**src/hdl/lcddpr_pkg.sv**
```systemverilog
// Shared constants and types for the LCD dirty page refresh unit.
package lcddpr_pkg;

    localparam int WIDTH_DEF = 128;
    localparam int PAGES_DEF = 8;

    localparam int PAGE_MAX_W = 4;

    localparam logic [1:0] PH_INIT = 2'd0;
    localparam logic [1:0] PH_ADDR = 2'd1;
    localparam logic [1:0] PH_DATA = 2'd2;

    localparam logic [1:0] ACT_WRITE    = 2'd0;
    localparam logic [1:0] ACT_MARK_ALL = 2'd1;
    localparam logic [1:0] ACT_SLOT     = 2'd2;

    localparam logic [2:0] REG_INIT_BYTES  = 3'd0;
    localparam logic [2:0] REG_INIT_COUNT  = 3'd1;
    localparam logic [2:0] REG_PAGE_BASE   = 3'd2;
    localparam logic [2:0] REG_COL_HIGH    = 3'd3;
    localparam logic [2:0] REG_COL_LOW     = 3'd4;
    localparam logic [2:0] REG_REVERSE     = 3'd5;

    localparam logic [63:0] INIT_BYTES_RST = 64'h0;
    localparam logic [3:0]  INIT_COUNT_RST = 4'd1;
    localparam logic [7:0]  PAGE_BASE_RST  = 8'd176;
    localparam logic [7:0]  COL_HIGH_RST   = 8'd16;
    localparam logic [7:0]  COL_LOW_RST    = 8'd0;

    typedef struct packed {
        logic                  found;
        logic [PAGE_MAX_W-1:0] page;
    } pick_t;

endpackage

```
**src/hdl/lcddpr_page_pick.sv**
```systemverilog
// Round-robin search for the next dirty page starting at the scan pointer.
module lcddpr_page_pick
    import lcddpr_pkg::*;
#(
    parameter int PAGES = PAGES_DEF,
    parameter int PG_W  = (PAGES > 1) ? $clog2(PAGES) : 1
)
(
    input  logic [PAGES-1:0] flags,
    input  logic [PG_W-1:0]  scan,
    output pick_t            pick
);

    always_comb
    begin
        logic [PAGE_MAX_W:0] idx;
        pick = '0;
        for (int i = PAGES - 1; i >= 0; i--)
        begin
            idx = (PAGE_MAX_W + 1)'(scan) + (PAGE_MAX_W + 1)'(i);
            if (idx >= (PAGE_MAX_W + 1)'(PAGES))
            begin
                idx = idx - (PAGE_MAX_W + 1)'(PAGES);
            end
            if (flags[idx[PG_W-1:0]])
            begin
                pick.found = 1'b1;
                pick.page  = idx[PAGE_MAX_W-1:0];
            end
        end
    end

endmodule

```
**config.mk**
```make
export PLATFORM = sky130hd
export DESIGN_NAME = lcddpr_page_pick
export DESIGN_NICKNAME = d
export VERILOG_FILES = /design/src/hdl/lcddpr_pkg.sv /design/src/hdl/lcddpr_page_pick.sv
export SDC_FILE = /design/constraint.sdc
export NUM_CORES = 1
export LEC_CHECK = 0
export ABC_AREA = 0
export ABC_CLOCK_PERIOD_IN_PS = 3300
export BUFFER_PORTS_ARGS = -buffer_cell sky130_fd_sc_hd__buf_2
export CORE_MARGIN = 4
export CORE_UTILIZATION = 59
export DETAILED_ROUTE_END_ITERATION = 8
export PLACE_DENSITY = 0.95
export SETUP_SLACK_MARGIN = 0.3
export SLEW_MARGIN = 20
export SYNTH_ARGS = -nofsm -noshare
export SYNTH_HDL_FRONTEND = slang
export SYNTH_SLANG_ARGS = --single-unit
```
**constraint.sdc**
```tcl
create_clock -name vclk -period 3.3
set_input_delay 0.33 -clock vclk [all_inputs]
set_output_delay 0.33 -clock vclk [all_outputs]
set_load 0.02 [all_outputs]
```
Word-level counts from Yosys, hierarchy flattened --
Index checks and enable logic that the tools add are counted.
Cells by class: muxes and demuxes 32, add/subtract/negate cells 15, order comparisons 16
Operator list (count):
- 5-bit two-way mux | 8
- 3-bit by 4-bit < comparator with 1-bit output (second input constant) | 8
- 4-bit two-way mux | 8
- 4-bit greater-or-equal comparator (second input constant) | 7
- 4-bit subtractor (second input constant) | 7
- 1-bit binary-select mux with 3-bit select | 8
- 3-bit by 3-bit adder with 4-bit output (second input constant) | 4
- 3-bit by 2-bit adder with 4-bit output (second input constant) | 2
- 1-bit two-way mux | 8
- 3-bit by 1-bit adder with 4-bit output (second input constant) | 1
- 3-bit by 4-bit greater-or-equal comparator with 1-bit output (second input constant) | 1
- 3-bit by 4-bit subtractor with 4-bit output (second input constant) | 1
Word-level totals: register bits after elaboration 0

Longest topological paths before layout --
depth in word-level cells 13, depth in mapped cells 10

Least setup slack after synthesis --
No wires, ideal clock.
path type input to output, start point input scan[0], end point output pick[2] (netlist name), cell stages on the path 10, path slack 251 ps, data required time 2970 ps, data arrival time 2719 ps, path through buf_6 > buf_2 > inv_1 > ha_1 > buf_4 > mux4_2 > a22o_1 > a222oi_1 > a221oi_1 > o22ai_1
RTL lines:
- start: declaration | line lcddpr_page_pick.sv:10 | input logic [PG_W-1:0] scan,
- end: declaration | line lcddpr_page_pick.sv:11 | output pick_t pick

==> results.md <==
- Final routed wirelength across all metal layers: 2170 um
- NumNets Final: approximately 110
- Most common library cell in the layout ignoring fill and taps: sky130_fd_sc_hd__buf_2
- Max Slew Vio Count: 0
- Placed wire-length estimate after detailed placement: roughly 1700 um
- Antenna-violating nets left: 0
- Internal power summed over all cells: around 92 uW
- Io pins: 16
- Remaining routing DRC violations: 0
- Hold Path Origin: scan[2]
- Num sequential: 0
- Fmax achieved: about 350 MHz
- Max FO, Critical Path: 8
- Sequential cell area: 0 um^2
- Worst Hold Class: in2out
- Required time at the worst-slack endpoint: a little under 3000 ps
- Logic pwr share: 100.0%
- Setup repair after global routing missed its margin: no
- Total standard cell area after synthesis: 802 um^2
- Element type at the critical path end: primary output
- Final worst-path setup slack: around 420 ps
- Starting Density: 62.4%
- Static leakage power: between 0.3 and 0.4 nW
- GRT Util Overall: 23.2%
- Diodes inserted: 0
- Synth-to-Final Area Change: 10.8%
- Die Y-Extent: approximately 45 um
- Fill count: approximately 100
- Power spent charging and discharging nets: 116 uW
- Number of placement rows: 13
- Cell type with the highest aggregate area in the netlist: sky130_fd_sc_hd__mux4_2
- Relative contribution of the clock network to total power: 0%
- Setup violators final: 0
- Cell with the largest stage delay on the worst path: sky130_fd_sc_hd__mux4_2
- Min-Delay Path Depth: 4
- Cell-by-cell trace of the critical path: buf_2 -> inv_1 -> ha_4 -> mux4_2 -> a22o_1 -> a222oi_1 -> a32oi_1 -> o22ai_2 -> buf_2
- Vias: about 800
- Post-Synthesis Mean Instance Area: about 9.3 um^2
- Portion of total power attributed to sequential cells: 0%
- Ratio of final minimum period to clock period: 87.3%
- Number of standard cells after synthesis: 86
- Worst VDD drop: approximately 130 uV
- Core outline area: 0.00128 mm^2
- Number of port buffers: 15
- Cell class contributing the biggest share of worst-path delay: compound AO/OA/AOI/OAI gates
- Fraction of layout instances using a drive strength above 1: a little under two fifths
- Final TNS setup: 0 ps
- Run status: finished clean
- Setup CP Type: in2out
- Kind of start point of the critical path: input pin
- Number of different library cells in the post-synthesis netlist: 37
- First-pass iteration count of the detailed router: 4
- Average wire per cell in the routed design: a little under 20 um
- Global-route wire length before repair: approximately 3600 um
- Via count of the first global-routing pass: approximately 760
- Data arrival at the endpoint of the critical path: approximately 2600 ps
- First DRT Iteration DRCs: 44
- Number of antenna violations at the first check in global routing: 0
- Total global routing overflow: 0
- Final critical delay including setup and external delays: around 2900 ps
- Die outline width: ~45 um
- Syn Nets: about 100
- Total count of hold-check failures in the final report: 0
- End of the worst hold path: pick[2]
- Commonest cells after routing, fill and taps aside: 14 x sky130_fd_sc_hd__buf_2, 10 x sky130_fd_sc_hd__mux2i_1, 9 x sky130_fd_sc_hd__mux4_2
- Net switching fraction of the power: between 50% and 60%
- Critical Path Most Common Cell: sky130_fd_sc_hd__buf_2
- Count of clock buffers in the final design: 0
- Placer Congestion: between 0.8 and 0.9
- Largest net degree at the start of global routing: 15
- Leading post-synthesis cells by cell area: sky130_fd_sc_hd__mux4_2 25%, sky130_fd_sc_hd__mux2i_1 12%, sky130_fd_sc_hd__ha_1 6.2%
- PD cells: around 230 mW/mm^2
- Max-cap check violation count: 0
- Max stage delay on crit path: 580 ps
- CTS Hold Bufs: 0
- Total power consumption of the routed design: a little over 200 uW
- Syn. warnings: 0
- Dpl ws: roughly 250 ps
- Seq/Total Area, Yosys: 0%
- Average vias per placed instance: between 7 and 8
- Setup Buffers After CTS: 0
- Die Footprint: 0.00201 mm^2
- Proportion of netlist area held by the largest area contributor: 25.3%
- Crit path buf inv count: 3
synthesized netlist by cell type, drive strengths merged, types with 2 or more instances:
library cell	n
mux2i	10
xor2	2
nor2	5
buf	6
o211ai	3
nor2b	2
clkbuf	2
mux4	10
nand3	2
inv	5
a32oi	3
nor3	2
ha	4
a22o	2
a22oi	4
xnor2	2
nand2	3
mux2	3
a211o	3
final cells by class:
class,count,area [um^2],share of cell area (%)
Tap cell,15,18.8,2.11
Timing Repair Buffer,17,92.6,10.4
Inverter,6,23.8,2.68
Multi-Input combinational cell,72,753,84.8
repair_timing:
| item | in CTS | in global routing |
|---|---|---|
| cloned | 0 | 0 |
| gates resized for setup | 2 | 4 |
| setup endpoints to repair | 3 | 3 |
| pin swaps | 0 | 1 |
power groups by stage:
stage	combinational (mW)	clock (mW)	sequential, mW
floorplan	0.154	0	0
global placement	0.190	0	0
detailed placement	0.199	0	0
CTS	0.200	0	0
global route	0.225	0	0
finish	0.208	0	0
cell families (layout without fill, tap and decap cells):
logic type,after synthesis,after routing,synth area share [%]
AOI/OAI and AO/OA,23,23,23.6
muxes,23,23,45.7
and+or+nand+nor,17,17,10.8
buffers and inverters,14,23,8.89
adders and majority gates,4,4,6.24
xor gates and xnor gates,4,4,4.37
other,1,1,0.468
worst max-delay path by stage:
| stage | startpoint | end | slack, ps | cells after the start |
|---|---|---|---|---|
| 2_1_floorplan | scan[0] | pick[1] | 310 | 10 |
| 5_1_grt | scan[1] | pick[2] | 240 | 9 |
| 6_report | scan[1] | pick[2] | 420 | 9 |
| 3_3_place_gp | scan[2] | pick[1] | 290 | 9 |
| 4_1_cts | scan[1] | pick[2] | 350 | 9 |
| 3_5_place_dp | scan[2] | pick[1] | 250 | 9 |
metal layers:
metal  up-vias  global-route usage (%)  wire length [um]
li1        366                       -                 -
met1       383                    31.7               892
met2        39                    38.4              1090
met3         6                    1.99               138
met4         0                    8.19                48
met5         -                       0                 0
per-stage QoR:
step | instance area [um^2] | utilization (%) | hold WS, ps | instances
after floorplan | 808 | - | 1060 | 86
after global placement | 868 | 67.6 | 1230 | 110
after detailed placement | 868 | 67.6 | 1250 | 110
after CTS | 872 | 67.9 | 1200 | 110
after global routing | 888 | 69.1 | 1230 | 110
final | 888 | 69.1 | 1200 | 110
Power figures use the tool's default switching activity.
